===== src/rtl/core/vst_pkg.sv =====
package vst_pkg;

  localparam int CW     = 16;
  localparam int FRAC   = CW - 4;
  localparam int PW     = 2 * CW;
  localparam int MW     = CW + 1;
  localparam int REM_W  = MW + CW;
  localparam int NREGS  = 7;
  localparam int AW     = 5;

  typedef logic signed [CW-1:0] coord_t;

  typedef enum logic [2:0] {
    REG_SCALE_X  = 3'd0,
    REG_SCALE_Y  = 3'd1,
    REG_SCALE_Z  = 3'd2,
    REG_OFFSET_X = 3'd3,
    REG_OFFSET_Y = 3'd4,
    REG_OFFSET_Z = 3'd5,
    REG_FOCAL    = 3'd6
  } reg_idx_t;

  typedef struct packed {
    coord_t scale_x;
    coord_t scale_y;
    coord_t scale_z;
    coord_t offset_x;
    coord_t offset_y;
    coord_t offset_z;
    coord_t focal;
  } vst_cfg_t;

  typedef struct packed {
    logic             vld;
    logic             fault;
    logic             neg_x;
    logic             neg_y;
    logic [REM_W-1:0] rem_x;
    logic [REM_W-1:0] rem_y;
    logic [MW-1:0]    m;
    logic [CW-1:0]    q_x;
    logic [CW-1:0]    q_y;
  } div_req_t;

  localparam coord_t CMAX = coord_t'({1'b0, {(CW-1){1'b1}}});
  localparam coord_t CMIN = coord_t'({1'b1, {(CW-1){1'b0}}});

  function automatic coord_t sat_coord(input logic signed [PW:0] v);
    if (v > (PW+1)'(signed'(CMAX))) begin
      return CMAX;
    end else if (v < (PW+1)'(signed'(CMIN))) begin
      return CMIN;
    end
    return v[CW-1:0];
  endfunction

endpackage


===== src/rtl/core/vst_front.sv =====
module vst_front (
  input  logic              clk,
  input  logic              rst,
  input  logic              start,
  input  vst_pkg::coord_t   in_x,
  input  vst_pkg::coord_t   in_y,
  input  vst_pkg::coord_t   in_z,
  input  vst_pkg::vst_cfg_t cfg,
  output vst_pkg::div_req_t req
);
  import vst_pkg::*;

  localparam logic signed [PW-1:0] HALF = PW'(1) <<< (FRAC - 1);
  localparam logic signed [MW:0]   ONE  = (MW+1)'(1) <<< FRAC;

  // stage a: scale products
  logic                 va;
  logic signed [PW-1:0] px, py, pz;
  // stage b: scaled and offset coordinates
  logic                 vb;
  coord_t               xs, ys, zs;
  // stage c: numerators and divisor
  logic                 vc;
  logic signed [PW-1:0] nx, ny;
  logic signed [MW:0]   dz;

  logic signed [PW-1:0] rx, ry, rz;
  logic [PW-1:0]        ax, ay;
  logic [MW:0]          ad;
  logic [MW-1:0]        m_next;

  always_comb begin
    rx = (px + HALF) >>> FRAC;
    ry = (py + HALF) >>> FRAC;
    rz = (pz + HALF) >>> FRAC;
    ax = nx[PW-1] ? PW'(-nx) : PW'(nx);
    ay = ny[PW-1] ? PW'(-ny) : PW'(ny);
    ad = dz[MW] ? (MW+1)'(-dz) : (MW+1)'(dz);
    m_next = ad[MW-1:0];
  end

  always_ff @(posedge clk) begin
    if (rst) begin
      va <= 1'b0;
      vb <= 1'b0;
      vc <= 1'b0;
      req.vld <= 1'b0;
    end else begin
      va <= start;
      vb <= va;
      vc <= vb;
      req.vld <= vc;
    end
    px <= PW'(in_x) * PW'(cfg.scale_x);
    py <= PW'(in_y) * PW'(cfg.scale_y);
    pz <= PW'(in_z) * PW'(cfg.scale_z);
    xs <= sat_coord((PW+1)'(rx) + (PW+1)'(cfg.offset_x));
    ys <= sat_coord((PW+1)'(ry) + (PW+1)'(cfg.offset_y));
    zs <= sat_coord((PW+1)'(rz) + (PW+1)'(cfg.offset_z));
    nx <= PW'(xs) * PW'(cfg.focal);
    ny <= PW'(ys) * PW'(cfg.focal);
    dz <= (MW+1)'(zs) + ONE;
    // rounding to nearest: add half the divisor to the magnitude
    req.fault <= (dz == '0);
    req.neg_x <= nx[PW-1] ^ dz[MW];
    req.neg_y <= ny[PW-1] ^ dz[MW];
    req.m     <= m_next;
    req.rem_x <= REM_W'(ax) + REM_W'(m_next >> 1);
    req.rem_y <= REM_W'(ay) + REM_W'(m_next >> 1);
    req.q_x   <= '0;
    req.q_y   <= '0;
  end

endmodule


===== config.mk =====
export PLATFORM = sky130hd
export DESIGN_NAME = vst_front
export DESIGN_NICKNAME = d
export VERILOG_FILES = /design/src/rtl/core/vst_pkg.sv /design/src/rtl/core/vst_front.sv
export SDC_FILE = /design/constraint.sdc
export NUM_CORES = 2
export LEC_CHECK = 0
export BUFFER_PORTS_ARGS = -buffer_cell sky130_fd_sc_hd__buf_4
export CAP_MARGIN = 20
export CORE_MARGIN = 2
export CORE_UTILIZATION = 60
export DETAILED_ROUTE_END_ITERATION = 12
export GPL_TIMING_DRIVEN = 0
export PLACE_DENSITY = 0.78
export SYNTH_ARGS = -nofsm -noshare
export SYNTH_HDL_FRONTEND = slang
export SYNTH_SLANG_ARGS = --single-unit

===== constraint.sdc =====
create_clock -name clk -period 12.45 [get_ports clk]
set_input_delay 2.49 -clock clk [delete_from_list [all_inputs] [get_ports clk]]
set_output_delay 2.49 -clock clk [all_outputs]
set_load 0.05 [all_outputs]

* Yosys cells after proc, flatten, opt, wreduce, memory -nomap -nowiden
Cells that the tools add are included.
Word-level totals: bits in registers 315, output and inout bits 119
Cells by class: muxes and demuxes 18, bitwise gates (word level) 2, $add $sub $neg 12, multiply operators 5, magnitude comparators 6, reduce and logical (&&, ||, !) cells 1
Operators by type and width (count):
- 16-bit by 16-bit multiplier with 32-bit output | 5
- 16-bit 2-to-1 mux | 9
- 32-bit by 13-bit adder with 32-bit output (second input constant) | 3
- 32-bit by 16-bit adder with 33-bit output | 2
- 32-bit 2-to-1 mux | 2
- 32-bit negator | 2
- 20-bit by 16-bit adder with 21-bit output | 3
- 21-bit by 16-bit > comparator with 1-bit output (second input constant) | 3
- 21-bit by 16-bit less-than comparator with 1-bit output (second input constant) | 3
- 18-bit logical NOT | 1
- 16-bit by 14-bit adder with 17-bit output (second input constant) | 1
- 17-bit 2-to-1 mux | 1
- 17-bit negator | 1
- 1-bit 2-to-1 mux | 6
- 1-bit bitwise XOR | 2

* Depth between registers and ports, before layout
word-level depth 6, depth in mapped cells 26, gate-level depth less buffers 25

* Worst setup path before layout
No wires, ideal clock.
path type in2reg, start point in cfg[7] (netlist bit), end point reg nx[31], data required time 12378 ps, arrival time 8429 ps, path buffers 1, setup slack 3949 ps, stages on the path 23, setup time 72 ps, cell sequence clkbuf_1 > nand2_1 > fa_1 > inv_1 > fa_1 > inv_1 > fa_1 > inv_1 > fa_1 > fa_1 > inv_1 > fa_1 > inv_1 > ha_1 > and4_1 > and3_1 > and2_1 > a2111oi_0 > o31ai_1 > a221oi_1 > o21ai_0 > a21oi_1 > xnor2_1
On the way: longest elaborated chain between the ends 1
RTL lines:
- start: declaration | RTL line vst_front.sv:8 | input vst_pkg::vst_cfg_t cfg,
- 16-bit by 16-bit multiplier with 32-bit output | RTL line vst_front.sv:60 | nx <= PW'(xs) * PW'(cfg.focal);
- end signal: assignment | RTL line vst_front.sv:60
- end: declaration | RTL line vst_front.sv:24 | logic signed [PW-1:0] nx, ny;
No other way between the ends. A chain may end at the register's enable or synchronous reset.

* Final worst setup path
start point in in_z[9], end point reg pz[30]
On the way: longest elaborated chain between the ends 1
RTL lines:
- start: declaration | RTL line vst_front.sv:7 | input vst_pkg::coord_t in_z,
- 16-bit by 16-bit multiplier with 32-bit output | RTL line vst_front.sv:56 | pz <= PW'(in_z) * PW'(cfg.scale_z);
- end signal: assignment | RTL line vst_front.sv:56
- end: declaration | RTL line vst_front.sv:18 | logic signed [PW-1:0] px, py, pz;
No other way between the ends.

==> metrics.yaml <==
die_x_um: 324
crit_type: "primary input to flop"
hp-class: "flop to flop"
finalSetupViolCount: 0
io_pins: 282
crit_path_start_kind: "primary input"
drv_cap: 0
viasPerCell: 5.45
maxSlewHeadroom_pct: 20.7
seq_area_frac_synth_pct: 9.20
dr.pass1.iters: 8
yosysMostFrequentCell: "inv_1"
cts_max_path_buffers: 3
synth-compound-area-share_pct: 6.35
first_iter_violations: 3067
tightest_slew_ps: 1180
top_usage_layer: "met2"
status: "finished clean"
post-cts-setup-buffers: 0
fp.dieH_um: 324
synth_ff_type: "dfxtp_1"
synth_cell_types: 92
root_buffer: "clkbuf_16"
cts_num_sinks: 282
muxShareOfSynthArea_pct: 0.0857
yosysWarnings: 0
rows: 117
async_flop_share_pct: 0
clk_latency_ps: 620
path_max_fanout: 10
met2_usage_pct: 52.6
fin_tns_setup_ps: 0
finalHoldViolCount: 0
synth_area_per_cell_um2: 9.25
grt_util_met3_pct: 5.46
rsz0062_at_grt: "false"
holdPathStages: 0
syn_inst: 6629
gp_congestion: 0.990
wirelength_um: 157000
reg2reg_slack_ps: 4740
fp.dieArea_mm2: 0.105
clk_pin_slew_ps: 60
max_freq_ghz: 0.105
grt_max_degree: 17
place_hpwl_um: 134000
core_area_mm2: 0.102
fin_crit_ps: 9490
timing.rr.end: "nx[31]$_DFF_P_"
start_util_pct: 60.4
drive_gt1_share_pct: 5.68
synth_top_family_by_area: "adder cells"
grt_pass1_wl_um: 253000
route.detailed.drc: 0
cts_tree: "done"
ys_ff_latch: 282
htreeDepth: 1
grtUsageMet1_pct: 39.1
hold_path_startpoint: "zs[2]$_DFF_P_"
vias: 45500
antenna_found_initial: 18
grt-ovfl-total: 0
synth-xor-area-share_pct: 5.43
ff2ff_path_depth: 23
postCtsHoldBufs: 0
synth_top_area_cell: "fa_1"
nets: 8922
synth_edf_count: 0
crit_path_end_kind: "flop"
antenna_left: 0
fill_cells: 8425
clock_skew_ps: 30.0
grt_pass1_vias: 48800
r2r-start: "xs[7]$_DFF_P_"
numCtsBuffers: 31
routedWlPerCell_um: 18.7
yosys-top-cells-count: "inv_1 (1468), fa_1 (1312), nand2_1 (703)"
required_ps: 12930
hold_path_end: "dz[2]$_DFF_P_"
synth_area_leaders: "fa_1 (43%), ha_1 (10%), dfxtp_1 (9.2%)"
netlist.area_leader.share_pct: 42.8
synth_fa_ha_area_share_pct: 53.0
grt_usage_pct: 31.0
syn_area_mm2: 0.0613
period_share_pct: 76.2
final_max_slew_viol_count: 0
arrival_ps: 9970
synth_simple_gate_area_share_pct: 15.2
cts.repair.resized: 0
port-buffer-count: 249
area_delta_synth_final_pct: 7.87
[cell usage in the layout, fill, tap and decap left out, types with 60 or more instances in the layout]
cell / netlist / layout
a21o_1: 84 / 84
a21oi_1: 156 / 156
and2_1: 616 / 616
buf_4: 33 / 284
clkbuf_1: 190 / 195
dfxtp_1: 282 / 282
fa_1: 1312 / 1312
ha_1: 500 / 500
inv_1: 1468 / 1468
nand2_1: 703 / 703
nand2b_1: 60 / 60
nor2_1: 194 / 194
o21ai_0: 125 / 125
xnor2_1: 260 / 260
xor2_1: 120 / 120
[cell type report]
type                    instances  area, um^2  area share, %
multi-input cells            4678       49300           74.5
inverters                    1468        5510           8.33
diodes                         13        32.5         0.0492
clock inverters                19         244          0.369
flip-flops and latches        282        5650           8.53
clock buffers                  38         822           1.24
repair buffers                252        1890           2.86
well taps                    1368        1710           2.59
plain buffers                 234        1050           1.59
[kinds of logic after synthesis]
kind of cell             Yosys count
XOR/XNOR                         380
other                              1
AO/OA/AOI/OAI                    598
AND/OR/NAND/NOR                 1849
buffers and inverters           1702
flip-flops                       282
multiplexers                       5
adder cells (fa/ha/maj)         1812
[worst max-delay path, cell delays in order]
cell      delay [ps]
buf_4            140
clkbuf_1         530
nand2_1          170
fa_1             540
fa_1             560
inv_1             60
fa_1             460
ha_1             310
fa_1             520
fa_1             460
ha_1             310
and4_1           210
a221o_1          350
a21oi_1          450
a21oi_1          240
o22a_1           250
o41ai_1          640
a21boi_0         330
o41ai_1          640
o21bai_1         140
xor2_1           170
[through the flow]
step / area (um^2) / util, % / std cells / setup WS [ps] / hold WS, ps
after detailed placement: 65100 / 64.0 / 8281 / 2420 / 313
after CTS: 66100 / 65.1 / 8338 / 3040 / 328
after floorplan: 61500 / - / 6662 / 3950 / 310
after global placement: 65000 / 64.0 / 8279 / 2560 / 313
final: 66200 / 65.1 / 8352 / 2960 / 326
after global routing: 66200 / 65.1 / 8350 / 2610 / 332
[sequential cells by signal, summed over array words and instances (netlist names)]
name	cells
zs	16
ys	16
dz	17
va	1
vb	1
xs	16
nx	32
ny	32
py	21
px	21
req	87
pz	21
vc	1
[worst max path at each step]
stage / startpoint / to / slack [ps] / cells past startpoint
global route: in_z[9] / pz[31]$_DFF_P_ / 2610 / 21
CTS: in_z[9] / pz[30]$_DFF_P_ / 3040 / 21
global placement: in_z[9] / pz[30]$_DFF_P_ / 2560 / 21
finish: in_z[9] / pz[30]$_DFF_P_ / 2960 / 21
floorplan: cfg[7] / nx[31]$_DFF_P_ / 3950 / 23
detailed placement: in_z[9] / pz[30]$_DFF_P_ / 2420 / 21
[routing by layer]
metal	up-vias	routed length (um)
met5	-	44
met4	6	7560
met3	449	12900
met2	1853	74800
met1	22600	61300
li1	20600	-
Power is left out: the tool's default activity adds up to more than one toggle a clock period on the data nets, which glitch-free logic cannot reach.
