<file path="config.mk">
export PLATFORM = sky130hd
export DESIGN_NAME = vst_div_cell
export DESIGN_NICKNAME = d
export VERILOG_FILES = /design/src/rtl/core/vst_pkg.sv /design/src/rtl/core/vst_div_cell.sv
export SDC_FILE = /design/constraint.sdc
export NUM_CORES = 1
export LEC_CHECK = 0
export BUFFER_PORTS_ARGS = -buffer_cell sky130_fd_sc_hd__clkbuf_2
export CAP_MARGIN = 40
export CELL_PAD_IN_SITES_DETAIL_PLACEMENT = 0
export CELL_PAD_IN_SITES_GLOBAL_PLACEMENT = 2
export CORE_MARGIN = 2
export CORE_UTILIZATION = 28
export DETAILED_ROUTE_END_ITERATION = 6
export HOLD_SLACK_MARGIN = 0.03
export PLACE_DENSITY_LB_ADDON = 0.1
export SLEW_MARGIN = 10
export SYNTH_ARGS = -nofsm -noshare
export SYNTH_HDL_FRONTEND = slang
export SYNTH_SLANG_ARGS = --single-unit
</file>
<file path="constraint.sdc">
create_clock -name clk -period 6.4 [get_ports clk]
set_input_delay 1.92 -clock clk [delete_from_list [all_inputs] [get_ports clk]]
set_output_delay 1.92 -clock clk [all_outputs]
set_load 0.02 [all_outputs]
</file>
<file path="src/rtl/core/vst_pkg.sv">
package vst_pkg;

  localparam int CW     = 16;
  localparam int FRAC   = CW - 4;
  localparam int PW     = 2 * CW;
  localparam int MW     = CW + 1;
  localparam int REM_W  = MW + CW;
  localparam int NREGS  = 7;
  localparam int AW     = 5;

  typedef logic signed [CW-1:0] coord_t;

  typedef enum logic [2:0] {
    REG_SCALE_X  = 3'd0,
    REG_SCALE_Y  = 3'd1,
    REG_SCALE_Z  = 3'd2,
    REG_OFFSET_X = 3'd3,
    REG_OFFSET_Y = 3'd4,
    REG_OFFSET_Z = 3'd5,
    REG_FOCAL    = 3'd6
  } reg_idx_t;

  typedef struct packed {
    coord_t scale_x;
    coord_t scale_y;
    coord_t scale_z;
    coord_t offset_x;
    coord_t offset_y;
    coord_t offset_z;
    coord_t focal;
  } vst_cfg_t;

  typedef struct packed {
    logic             vld;
    logic             fault;
    logic             neg_x;
    logic             neg_y;
    logic [REM_W-1:0] rem_x;
    logic [REM_W-1:0] rem_y;
    logic [MW-1:0]    m;
    logic [CW-1:0]    q_x;
    logic [CW-1:0]    q_y;
  } div_req_t;

  localparam coord_t CMAX = coord_t'({1'b0, {(CW-1){1'b1}}});
  localparam coord_t CMIN = coord_t'({1'b1, {(CW-1){1'b0}}});

  function automatic coord_t sat_coord(input logic signed [PW:0] v);
    if (v > (PW+1)'(signed'(CMAX))) begin
      return CMAX;
    end else if (v < (PW+1)'(signed'(CMIN))) begin
      return CMIN;
    end
    return v[CW-1:0];
  endfunction

endpackage

</file>
<file path="src/rtl/core/vst_div_cell.sv">
module vst_div_cell (
  input  logic              clk,
  input  logic              rst,
  input  vst_pkg::div_req_t din,
  output vst_pkg::div_req_t dout
);
  import vst_pkg::*;

  logic [REM_W-1:0] dv;
  logic             bx, by;
  logic [REM_W-1:0] sx, sy;

  // divisor aligned to the top quotient bit; the remainder shifts past it
  always_comb begin
    dv = REM_W'({din.m, {(CW-1){1'b0}}});
    bx = din.rem_x >= dv;
    by = din.rem_y >= dv;
    sx = bx ? din.rem_x - dv : din.rem_x;
    sy = by ? din.rem_y - dv : din.rem_y;
  end

  always_ff @(posedge clk) begin
    if (rst) begin
      dout.vld <= 1'b0;
    end else begin
      dout.vld <= din.vld;
    end
    dout.fault <= din.fault;
    dout.neg_x <= din.neg_x;
    dout.neg_y <= din.neg_y;
    dout.m     <= din.m;
    dout.rem_x <= sx << 1;
    dout.rem_y <= sy << 1;
    dout.q_x   <= {din.q_x[CW-2:0], bx};
    dout.q_y   <= {din.q_y[CW-2:0], by};
  end

endmodule

</file>
* Yosys cells after proc, flatten, opt, wreduce, memory -nomap -nowiden *
Index checks and enable logic that the tools add are counted.

storage, ports and cells
  output and inout bits = 119
  bits in registers = 117
  word-level logic and storage cells = 15

operators by class
  muxes and demuxes = 2
  magnitude comparators = 2
  add/subtract/negate cells = 2

operator list
  kind                            count
  >= comparator 33 x 32 -> 1 bit  2
  2-to-1 mux 32 bit               2
  subtractor 32 bit               2

* Depth between registers and ports, before layout *
Gate-level depths: netlist (run 1).

  depth in word-level cells = 2
  mapped depth = 11
  gate-level depth less buffers = 10

* Worst setup path before layout (run 1) *
OpenSTA, ideal clock, no wires.

  path kind = input to register
  start point = in din[97] (netlist bit)
  end point = reg dout[107] (netlist bit)
  stages on the path = 11
  path buffers = 1
  data required time = 6279 ps
  setup time = 121 ps
  setup slack = 2380 ps
  data arrival time = 3899 ps
  path through = inv_1 > ha_1 > fa_1 > nand2b_1 > a21o_1 > a21o_1 > a31oi_4 > nor2_4 > inv_4 > buf_8 > mux2_4

between the ends
  word-level cells in the longest chain between the ends = 2
  elaborated cells between the ends (all ways) = 3
  classes of those cells = add/sub: 1; order compare: 1; mux: 1

ends and longest elaborated chain
  item                            RTL line            source
  start: declaration              vst_div_cell.sv:4   input vst_pkg::div_req_t din,
  >= comparator 33 x 32 -> 1 bit  vst_div_cell.sv:16  bx = din.rem_x >= dv;
  via bx                          vst_div_cell.sv:10  logic bx, by;
  2-to-1 mux 32 bit               vst_div_cell.sv:18  sx = bx ? din.rem_x - dv : din.rem_x;
  via sx[24]                      vst_div_cell.sv:11  logic [REM_W-1:0] sx, sy;
  end: declaration                vst_div_cell.sv:5   output vst_pkg::div_req_t dout

The timed path passes the listed nets, and every way through them passes these cells.
A chain may end at the register's enable or synchronous reset.

* Worst setup path after layout (run 1) *
  start point = in din[32] (netlist bit)
  end point = reg dout[72] (netlist bit)

between the ends
  word-level cells in the longest chain between the ends = 2
  elaborated cells between the ends (all ways) = 3
  classes of those cells = add/sub: 1; order compare: 1; mux: 1

ends and longest elaborated chain
  item                                                                        RTL line                                source
  subtractor 32 bit / >= comparator 33 x 32 -> 1 bit (equally long branches)  vst_div_cell.sv:19, vst_div_cell.sv:17
  2-to-1 mux 32 bit *                                                         vst_div_cell.sv:19                      sy = by ? din.rem_y - dv : din.rem_y;
  via sy[22]                                                                  vst_div_cell.sv:11

Mark *: on every way through the listed nets, which the timed path passes. The rest lies on a longest branch.

==> impl_summary.md, run 1 <==
Critical path
STA classifies the critical path endpoint as a register. Of all nets on the critical path, the largest fanout is 17. The startpoint type of the worst setup path is a primary input. STA puts the critical path data required time at 6.70 ns. The arrival time of the worst setup path is ~4.5 ns.

The kind of critical path is in -> reg.

Floorplanning
The total area inside the core boundary comes to 16,600 sq um. The floorplan step defined a die boundary enclosing 18,000 sq um. The effective utilization at floorplan is 28.6%.

The horizontal extent of the die is 134 um. The die outline height is 134 um. The floorplan has 47 rows. In this run the count of I/O pins placed on the die edge is 240.

Synth
The most frequently used flop master after synthesis is dfxtp_1. Counting flops with a built-in enable in the synthesized netlist gives 0. Counting flops and latches in the post-synthesis netlist gives approximately 120. After synthesis, flip-flops and latches occupy 49.4% of the total area. In the synthesized netlist the async set-or-reset flop fraction comes to 0%.

The synthesized netlist occupies a cell area of roughly 4700 sq um. The number of standard cells after synthesis is 442. The warning count from the yosys run is 0. Averaged over all synthesized cells, the footprint is 10.7 sq um.

Yosys mapped the design onto 62 distinct sky130hd cell types.

Routing
The remaining antenna violation count is 0. The via count of the routed design is 4,168. After detailed routing, the average wire length per cell comes to 15.3 um.

In the routed layout, each cell is associated on average with a via count of ~4.5. The number of search-and-repair iterations in the first detailed-routing pass is 4. The DRC violation total after the first TritonRoute iteration is roughly 170. The final wirelength is 14,200 um. In the routed design, unresolved DRC markers number 0.

STA
The transition time at the pin with the least slew margin is 0.796 ns. The worst slew slack as a fraction of its limit is 46.9%. The ratio of final minimum period to clock period is approximately 66%. Setup repair after global routing left no endpoint under its margin. The setup TNS is 0 ns. The hold violation count in the final report is 0. The achievable frequency is approximately 240 MHz. The time the worst path needs with I/O delays and setup is 4.20 ns. Final hold analysis gives a worst-case slack of 1.60 ns. The final max-slew violation count is 0. The setup-violating endpoint count in the final report is 0.

Clocking
In this run the deepest clock path goes through 2 buffers. After clock tree synthesis, the repair step resized 0 gates. The count of hold buffers inserted by post-cts repair is 0.

The root buffer cell chosen for the clock tree is clkbuf_16. The CTS tree is built. The clock-pin slew of the registers on the worst-case setup and hold paths is 0.06 ns. The number of setup buffers added after CTS is 0. The sink count of the clock tree is 117.

Counting the buffers created by CTS gives 17. The H-tree depth reported by CTS is 4.

Cells and area
The multi-input combinational cells in the finished layout cover a total of 2230 sq um. The flip-flop count of the largest register, all copies and words added is around 120. The number of antenna diodes in the final layout is 0. The fraction of layout instances using a drive strength above 1 is a little over two fifths. The number of nets in the final layout is about 850. The most common cell after layout, fill and taps aside is clkbuf_2. The largest registers in the layout are dout: 117 flops. The layout overhead on the synthesized area is 42.0%. The most flop-heavy register is dout.

The library cells used most frequently in the layout, excluding fill and tap cells, are 235 x clkbuf_2, 117 x dfxtp_1, 34 x ha_1, 33 x a21oi_1, 30 x inv_1. The fill cell instance count of the final layout is 1,696. The sequential cells in the finished layout cover a total of 2340 sq um. Excluding fillers, the count of instances in the completed layout stands at 924.

Placed design
Detailed placement ended at an HPWL of approximately 12,000 um. The congestion estimate from routability-driven global placement came to approximately 0.8. The number of port buffers is 235.

Once placement completed, the tool counted placed cells totaling a little under 900.

Outcome
The run finished with clean final reports.

Global route
The largest net degree at the start of global routing is 18. The number of antenna violations at the first check in global routing is 0. The first-pass GRT wire length is 22,000 um. Global routing finished with a remaining overflow of 0.

The number of global-route vias before repair is 4,318. Global routing consumed, over all layers together, 15.8% of the routing resources.

Min path
The worst hold path belongs to the class in -> reg. The worst hold path depth is 1. The capture endpoint of the worst hold path is dout[2]$_DFF_P_. In this run the most critical hold path is launched from din[1].

Power and ir drop
The largest voltage drop on the vdd net is 0.172 mV. The power density relative to cell area is ~330 nW/um^2. The static power due to leakage is 3.35 nW.

Job
Max-cap violations in this run came to 0.
worst max-delay path: stages:
cell      delay, ns
clkbuf_2       0.12
ha_1           0.24
fa_1           0.40
nand2b_1       0.18
a21oi_1        0.27
o211a_1        0.25
nor3_1         0.08
o21ai_4        0.61
mux2_2         0.41
final cells by class:
| type | instances | area share (%) |
|---|---|---|
| flip-flops and latches | 117 | 34.8 |
| multi-input cells | 289 | 33.1 |
| clock inverters | 15 | 2.51 |
| repair buffers | 235 | 17.5 |
| clock buffers | 17 | 6.32 |
| well taps | 220 | 4.09 |
| inverters | 31 | 1.76 |
synth_stat cells (2+ instances only):
cell | count | share of area, %
a211oi_1 | 6 | 0.95
mux2i_1 | 3 | 0.63
or2_2 | 2 | 0.26
ha_1 | 34 | 9.0
fa_1 | 2 | 0.84
a21oi_1 | 33 | 3.5
o21ai_0 | 17 | 1.8
nand4_1 | 4 | 0.53
and3_1 | 4 | 0.53
nor2b_1 | 4 | 0.53
o21a_1 | 5 | 0.79
and2_1 | 3 | 0.40
xnor2_1 | 12 | 2.2
nand2b_1 | 4 | 0.53
dfxtp_1 | 117 | 49
a31oi_1 | 2 | 0.26
a22oi_1 | 2 | 0.32
nand4b_1 | 2 | 0.37
nand3_1 | 7 | 0.74
o311ai_0 | 2 | 0.37
o31ai_1 | 7 | 1.1
a31o_2 | 3 | 0.55
xor2_1 | 10 | 1.8
inv_1 | 30 | 2.4
o211ai_1 | 4 | 0.63
o21bai_1 | 4 | 0.63
mux2_4 | 10 | 3.2
nor3_1 | 9 | 0.95
buf_4 | 2 | 0.32
a21o_1 | 12 | 1.9
nand2_1 | 25 | 2.0
nor2_1 | 16 | 1.3
a2111oi_0 | 2 | 0.37
nor4_1 | 5 | 0.66
mux2_2 | 11 | 2.6
worst max-delay path by stage:
stage | from | end | slack (ns) | depth (start not counted)
2_1_floorplan | din[97] | dout[107]$_DFF_P_ | 2.38 | 11
3_3_place_gp | din[32] | dout[71]$_DFF_P_ | 1.78 | 9
3_5_place_dp | din[32] | dout[69]$_DFF_P_ | 1.77 | 9
4_1_cts | din[32] | dout[72]$_DFF_P_ | 2.20 | 9
5_1_grt | din[32] | dout[69]$_DFF_P_ | 1.99 | 9
6_report | din[32] | dout[72]$_DFF_P_ | 2.20 | 9
power by group:
part           switching, mW  total (mW)  leakage [nW]  internal, mW
Combinational          0.281       0.471          2.08         0.190
Clock                  0.368       0.950         0.284         0.582
Sequential            0.0195       0.823         0.987         0.804
Total                  0.669        2.24          3.35          1.58
through the flow:
| stage | total power [mW] | utilization [%] | area [sq um] | setup WS [ns] |
|---|---|---|---|---|
| 3_3_place_gp | 1.31 | 37.0 | 6140 | 1.78 |
| 6_report | 2.24 | 40.6 | 6740 | 2.20 |
| 2_1_floorplan | 1.15 | - | 4750 | 2.38 |
| 5_1_grt | 2.36 | 40.6 | 6740 | 1.99 |
| 4_1_cts | 2.29 | 40.6 | 6740 | 2.20 |
| 3_5_place_dp | 1.31 | 37.0 | 6140 | 1.77 |
logic make-up after synthesis:
group / count (synthesis) / share of synthesized area [%]
AO/OA/AOI/OAI: 113 / 16.3
AND/OR/NAND/NOR: 92 / 10.3
buffers and inverters: 37 / 3.74
XOR/XNOR: 22 / 4.06
other: 1 / 0.0790
multiplexers: 24 / 6.41
flip-flops: 117 / 49.4
adder cells (fa/ha/maj): 36 / 9.81
routing by layer:
layer | GRT usage [%] | vias up | routed length [um]
li1 | - | 2092 | -
met1 | 19.9 | 1912 | 6510
met2 | 25.2 | 150 | 6480
met3 | 5.29 | 14 | 955
met4 | 5.96 | 0 | 222
met5 | 0 | - | 0
Power figures use the tool's default switching activity.
==> run 2, diff against run 1 <==
--- a/config.mk
+++ b/config.mk
@@ -10,7 +10,7 @@
 export CELL_PAD_IN_SITES_DETAIL_PLACEMENT = 0
 export CELL_PAD_IN_SITES_GLOBAL_PLACEMENT = 2
 export CORE_MARGIN = 2
-export CORE_UTILIZATION = 28
+export CORE_UTILIZATION = 26
 export DETAILED_ROUTE_END_ITERATION = 6
 export HOLD_SLACK_MARGIN = 0.03
 export PLACE_DENSITY_LB_ADDON = 0.1
==> constraint.sdc (replaced) <==
create_clock -name clk -period 4.22 [get_ports clk]
set_input_delay 1.266 -clock clk [delete_from_list [all_inputs] [get_ports clk]]
set_output_delay 1.266 -clock clk [all_outputs]
set_load 0.02 [all_outputs]
==> impl_summary.md, run 2 (synthesis results as in run 1) <==
Outcome
Run status: completed (unchanged).

Floorplanning
The horizontal extent of the die was 139 um (was 134 um). The die outline height was 139 um (was 134 um). The area enclosed by the die boundary is 19,300 sq um (was 18,000 sq um). The placeable core area is 18,000 sq um (was 16,600 sq um).

The cell row count is 49 (was 47). The total I/O pin count is 240 (unchanged). The effective utilization at floorplan came to 26.4% (was 28.6%).

STA
The final max-slew violation count is 0 (unchanged). The transition time at the pin with the least slew margin is 0.617 ns (was 0.796 ns). The setup TNS is 0 ns (unchanged). The time the worst path needs with I/O delays and setup is 3.31 ns. The setup-violating endpoint count in the final report was 0 (unchanged). The ratio of final minimum period to clock period is about 78%.

The post-route worst setup slack is 0.909 ns (was 2.20 ns). Setup repair after global routing missed its margin: no (unchanged). Timing would allow up to ~300 MHz. The worst slew slack as a fraction of its limit is 58.9% (was 46.9%).

The hold violation count in the final report is 0 (unchanged).

Cells and area
The count of inserted antenna diode cells is 0 (unchanged). The most common cell after layout, fill and taps aside is clkbuf_2 (unchanged). The number of nets in the final layout is 852 (was 848). Biggest registers after layout: dout: 117 flops (unchanged). The layout overhead on the synthesized area is 43.0% (was 42.0%).

The fraction of layout instances using a drive strength above 1 is 43.4% (was 43.2%). The most flop-heavy register is dout (unchanged). Highest-count cells in the layout ignoring fill and taps: 235 x clkbuf_2, 117 x dfxtp_1, 34 x ha_1, 33 x a21oi_1, 30 x inv_1 (unchanged). The flip-flop count of the largest register, all copies and words added is 117 (unchanged). The share of the core filled with cells in the final layout is 37.8% (was 40.6%). The total non-filler cell area in the finished layout is 6790 sq um (was 6740 sq um).

Job
The number of max-cap violations is 0 (unchanged).

Power and ir drop
The static power due to leakage was 3.37 nW (was 3.35 nW). The power density relative to cell area is 507 nW/um^2 (was 333 nW/um^2). The largest voltage drop on the vdd net is 0.262 mV (was 0.172 mV). The sum of internal, switching and leakage power is 3.44 mW (was 2.24 mW).

Routing
The post-detailed-route via-to-cell ratio was 4.42 (was 4.51). The final wirelength came to 14,300 um (was 14,200 um). The DRC violation count after routing is 0 (unchanged). The number of search-and-repair iterations in the first detailed-routing pass is 5 (was 4).

The routed wirelength normalized by instance count is 15.3 um (about the same). The DRC violation total after the first TritonRoute iteration was 139 (was 169). The via count of the routed design is 4,136 (was 4,168).

The remaining antenna violation count is 0 (unchanged).

Placed design
The final weighted congestion of routability-driven global placement is 0.797 (was 0.820). The post-placement cell area came to 6180 sq um (was 6140 sq um). The worst setup slack before clock tree synthesis is 0.448 ns (was 1.77 ns).

The number of port buffers was 235 (unchanged). The half-perimeter wire length after detailed placement is 11,800 um (was 11,500 um).

Critical path
The largest fanout of any net on the critical path is 14 (was 17). The arrival time of the worst setup path is 3.60 ns (was 4.50 ns). The startpoint type of the worst setup path is a primary input (unchanged). The kind of critical path is in -> reg (unchanged). The critical path required time is 4.51 ns (was 6.70 ns). The endpoint type of the worst setup path is a register (unchanged).

Clocking
The number of resized instances in the post-cts repair step was 0 (unchanged). The H-tree depth reported by CTS came to 4 (unchanged). The buffer cell driving the clock tree root is clkbuf_16 (unchanged). The maximum clock insertion buffer count was 2 (unchanged). The number of clock buffers inserted by TritonCTS came to 17 (unchanged). The sink count of the clock tree came to 117 (unchanged).

The CTS tree is built (unchanged). The total setup buffers inserted after CTS is 0 (unchanged). The clock-pin slew of the registers on the worst-case setup and hold paths is 0.05 ns (was 0.06 ns).

The count of hold buffers inserted by post-cts repair is 0 (unchanged).

Global route
The overall routing resource usage is 14.8% (was 15.8%). The number of antenna violations at the first check in global routing was 1 (was 0). The largest net degree at the start of global routing is 17 (was 18). The number of global-route vias before repair is 4,143 (was 4,318).

The first-pass GRT wire length is 22,200 um (was 22,000 um). The total global routing overflow is 0 (unchanged).

Min path
The worst hold path depth is 1 (unchanged). The class of the worst hold path is in -> reg (unchanged).
==> run 2: power breakdown <==
group	leakage, nW	internal, mW	switching, mW
Clock	0.282	0.931	0.543
Combinational	2.10	0.291	0.429
Sequential	0.987	1.22	0.0276
Total	3.37	2.44	1.00
==> run 2: layer usage <==
layer / vias to the layer above / track usage (%) / routed length (um)
li1: 2095 / - / -
met1: 1867 / 18.9 / 6610
met2: 160 / 23.2 / 6490
met3: 12 / 4.90 / 1030
met4: 2 / 5.26 / 168
met5: - / 0 / 13
==> run 2: worst max-delay path: stages <==
cell,delay [ns]
clkbuf_2,0.12
ha_1,0.24
fa_1,0.40
nand2b_1,0.18
a21o_1,0.20
a21o_1,0.26
a31oi_4,0.25
nor2_4,0.08
inv_4,0.21
mux2_2,0.37
==> run 2: metrics by stage <==
step                      instances  hold slack, ns
final                           936           0.953
after global routing            936           0.931
after CTS                       936           0.929
after detailed placement        905            1.37
after global placement          905            1.37
after floorplan                 443            1.29
==> run 2: final cells by class <==
| class | count | area [sq um] |
|---|---|---|
| clock buffers | 17 | 425 |
| flip-flops and latches | 117 | 2340 |
| inverters | 31 | 119 |
| fillers | 1855 | 11200 |
| multi-input cells | 289 | 2230 |
| clock inverters | 14 | 178 |
| well taps | 229 | 287 |
| repair buffers | 239 | 1210 |
==> run 2: worst paths after layout <==
path / endpoint / start / slack (ns)
max: dout[114]$_DFF_P_ / din[32] / 0.91
min: dout[5]$_DFF_P_ / din[4] / 0.95
==> run 3, diff against run 2 <==
--- a/config.mk
+++ b/config.mk
@@ -10,7 +10,7 @@
 export CELL_PAD_IN_SITES_DETAIL_PLACEMENT = 0
 export CELL_PAD_IN_SITES_GLOBAL_PLACEMENT = 2
 export CORE_MARGIN = 2
-export CORE_UTILIZATION = 26
+export CORE_UTILIZATION = 24
 export DETAILED_ROUTE_END_ITERATION = 6
 export HOLD_SLACK_MARGIN = 0.03
 export PLACE_DENSITY_LB_ADDON = 0.1
==> constraint.sdc (replaced) <==
create_clock -name clk -period 2.8 [get_ports clk]
set_input_delay 0.84 -clock clk [delete_from_list [all_inputs] [get_ports clk]]
set_output_delay 0.84 -clock clk [all_outputs]
set_load 0.02 [all_outputs]
==> impl_summary.md, run 3 (synthesis results as in run 1) <==
Outcome
Run status: completed (unchanged).

Critical path
The cell family contributing the most delay on the critical path is compound AO/OA/AOI/OAI gates (unchanged). The kind of critical path was in -> reg (unchanged). The critical path required time is 3.10 ns (was 4.51 ns). Worst path cell trace: clkbuf_2 -> inv_1 -> ha_1 -> buf_4 -> a21o_1 -> a211oi_2 -> a21o_1 -> a31oi_4 -> nor2_4 -> inv_4 -> mux2_4 (was clkbuf_2 -> ha_1 -> fa_1 -> nand2b_1 -> a21o_1 -> a21o_1 -> a31oi_4 -> nor2_4 -> inv_4 -> mux2_2). The startpoint type of the worst setup path is a primary input (unchanged).

The peak per-stage delay on the critical path is 0.32 ns (was 0.40 ns). The standard cell with the maximum stage delay on the critical path was ha_1 (was fa_1). The arrival time of the worst setup path is 2.95 ns (was 3.60 ns). The buffering stage count on the worst path with inverters included is 4 (was 2). The endpoint type of the worst setup path is a register (unchanged). The largest fanout of any net on the critical path is 12 (was 14). The dominant cell type by count on the critical path is a21o_1 (unchanged).

STA
Static timing analysis puts the maximum clock frequency at 377 MHz. In the finished design, the share of the clock period the worst path needs comes to 94.6%. The setup-violating endpoint count in the final report is 0 (unchanged). Setup repair after global routing missed its margin: no (unchanged).

The final max-slew violation count is 0 (unchanged). The setup TNS is 0 ns (unchanged). The hold violation count in the final report is 0 (unchanged). The time the worst path needs with I/O delays and setup is 2.65 ns. The post-route worst setup slack is 0.150 ns (was 0.909 ns).

Cells and area
The most common cell after layout, fill and taps aside is clkbuf_2 (unchanged). Biggest registers after layout: dout: 117 flops (unchanged). The layout overhead on the synthesized area was 61.4% (was 43.0%). The count of inserted antenna diode cells is 0 (unchanged). The number of nets in the final layout was 950 (was 852). Highest-count cells in the layout ignoring fill and taps: 235 x clkbuf_2, 117 x dfxtp_1, 102 x buf_4, 32 x a21oi_1, 30 x ha_1 (was 235 x clkbuf_2, 117 x dfxtp_1, 34 x ha_1, 33 x a21oi_1, 30 x inv_1). The flip-flop count of the largest register, all copies and words added is 117 (unchanged). The non-filler instance count after layout was 1,071 (was 936). The most flop-heavy register is dout (unchanged). The fraction of layout instances using a drive strength above 1 is 52.1% (was 43.4%).

Clocking
The number of clock buffers inserted by TritonCTS is 17 (unchanged). The CTS tree is built (unchanged). The H-tree depth reported by CTS is 4 (unchanged).

The count of hold buffers inserted by post-cts repair is 0 (unchanged). The clock-pin slew of the registers on the worst-case setup and hold paths is 0.06 ns (was 0.05 ns). The buffer cell driving the clock tree root is clkbuf_16 (unchanged). The maximum clock insertion buffer count is 2 (unchanged). The sink count of the clock tree came to 117 (unchanged).

Floorplanning
The horizontal extent of the die came to 145 um (was 139 um). The placeable core area is 19,500 sq um (was 18,000 sq um). The effective utilization at floorplan is 24.4% (was 26.4%). The area enclosed by the die boundary is 20,900 sq um (was 19,300 sq um). The total I/O pin count came to 240 (unchanged). The cell row count is 51 (was 49).

The die outline height is 145 um (was 139 um).

Routing
The final wirelength was 15,200 um (was 14,300 um). The post-detailed-route via-to-cell ratio is 4.13 (was 4.42). The via count of the routed design is 4,423 (was 4,136). The DRC violation count after routing is 0 (unchanged).

The DRC violation total after the first TritonRoute iteration was 113 (was 139). The routed wirelength normalized by instance count was 14.2 um (was 15.3 um). The remaining antenna violation count is 0 (unchanged). The number of search-and-repair iterations in the first detailed-routing pass is 6 (was 5).

Placed design
The half-perimeter wire length after detailed placement is 12,700 um (was 11,800 um). The worst setup slack before clock tree synthesis is -0.327 ns (was 0.448 ns). The number of placed cells counting well taps is 1,039 (was 905). The final weighted congestion of routability-driven global placement came to 0.783 (was 0.797). The number of port buffers is 235 (unchanged).

Global route
The overall routing resource usage is 14.7% (was 14.8%). The number of antenna violations at the first check in global routing came to 1 (unchanged). The total global routing overflow is 0 (unchanged).

The first-pass GRT wire length is 22,800 um (was 22,200 um). The largest net degree at the start of global routing is 17 (unchanged). The number of global-route vias before repair came to 4,489 (was 4,143).

Power and ir drop
The power density relative to cell area came to 699 nW/um^2 (was 507 nW/um^2). The static power due to leakage was 3.84 nW (was 3.37 nW). The largest voltage drop on the vdd net is 0.398 mV (was 0.262 mV).

Job
The number of max-cap violations is 0 (unchanged).

Min path
The class of the worst hold path is in -> reg (unchanged).
-- run 3: final cells by class --
class | instances | area [sq um]
clock buffer | 19 | 453
clock inverter | 13 | 149
fill | 2006 | 11800
inverter | 31 | 124
multi-input combinational | 289 | 2320
sequential | 117 | 2340
tap | 265 | 332
timing repair buffer | 337 | 1940
-- run 3: power breakdown --
part / internal (mW) / switching, mW
clock: 1.37 / 0.835
combinational: 0.586 / 0.688
sequential: 1.84 / 0.0423
total: 3.79 / 1.57
-- run 3: worst paths after layout --
check | startpoint | cells after the start | slack [ns] | endpoint
hold / removal | din[11] | 1 | 0.53 | dout[12]$_DFF_P_
setup / recovery | din[37] | 11 | 0.15 | dout[109]$_DFF_P_
-- run 3: per-stage QoR --
stage	utilization (%)	area (sq um)	power, mW	hold WS [ns]
2_1_floorplan	-	4840	2.64	0.868
5_1_grt	39.4	7660	5.65	0.497
4_1_cts	39.3	7650	5.45	0.501
3_3_place_gp	36.2	7050	3.20	0.942
6_report	39.4	7660	5.36	0.525
3_5_place_dp	36.2	7050	3.20	0.944
-- run 3: metal layers --
layer	GRT usage [%]	vias up	share of wire [%]
met5	0	-	0.072
met4	5.52	2	1.3
met3	4.54	14	7.0
met2	24.0	152	46
met1	18.2	1972	45
li1	-	2283	-
-- run 3: repair_timing --
action,4_1_cts,5_1_grt
resized for setup,0,2
setup buffers,0,0
setup endpoints to repair,0,1
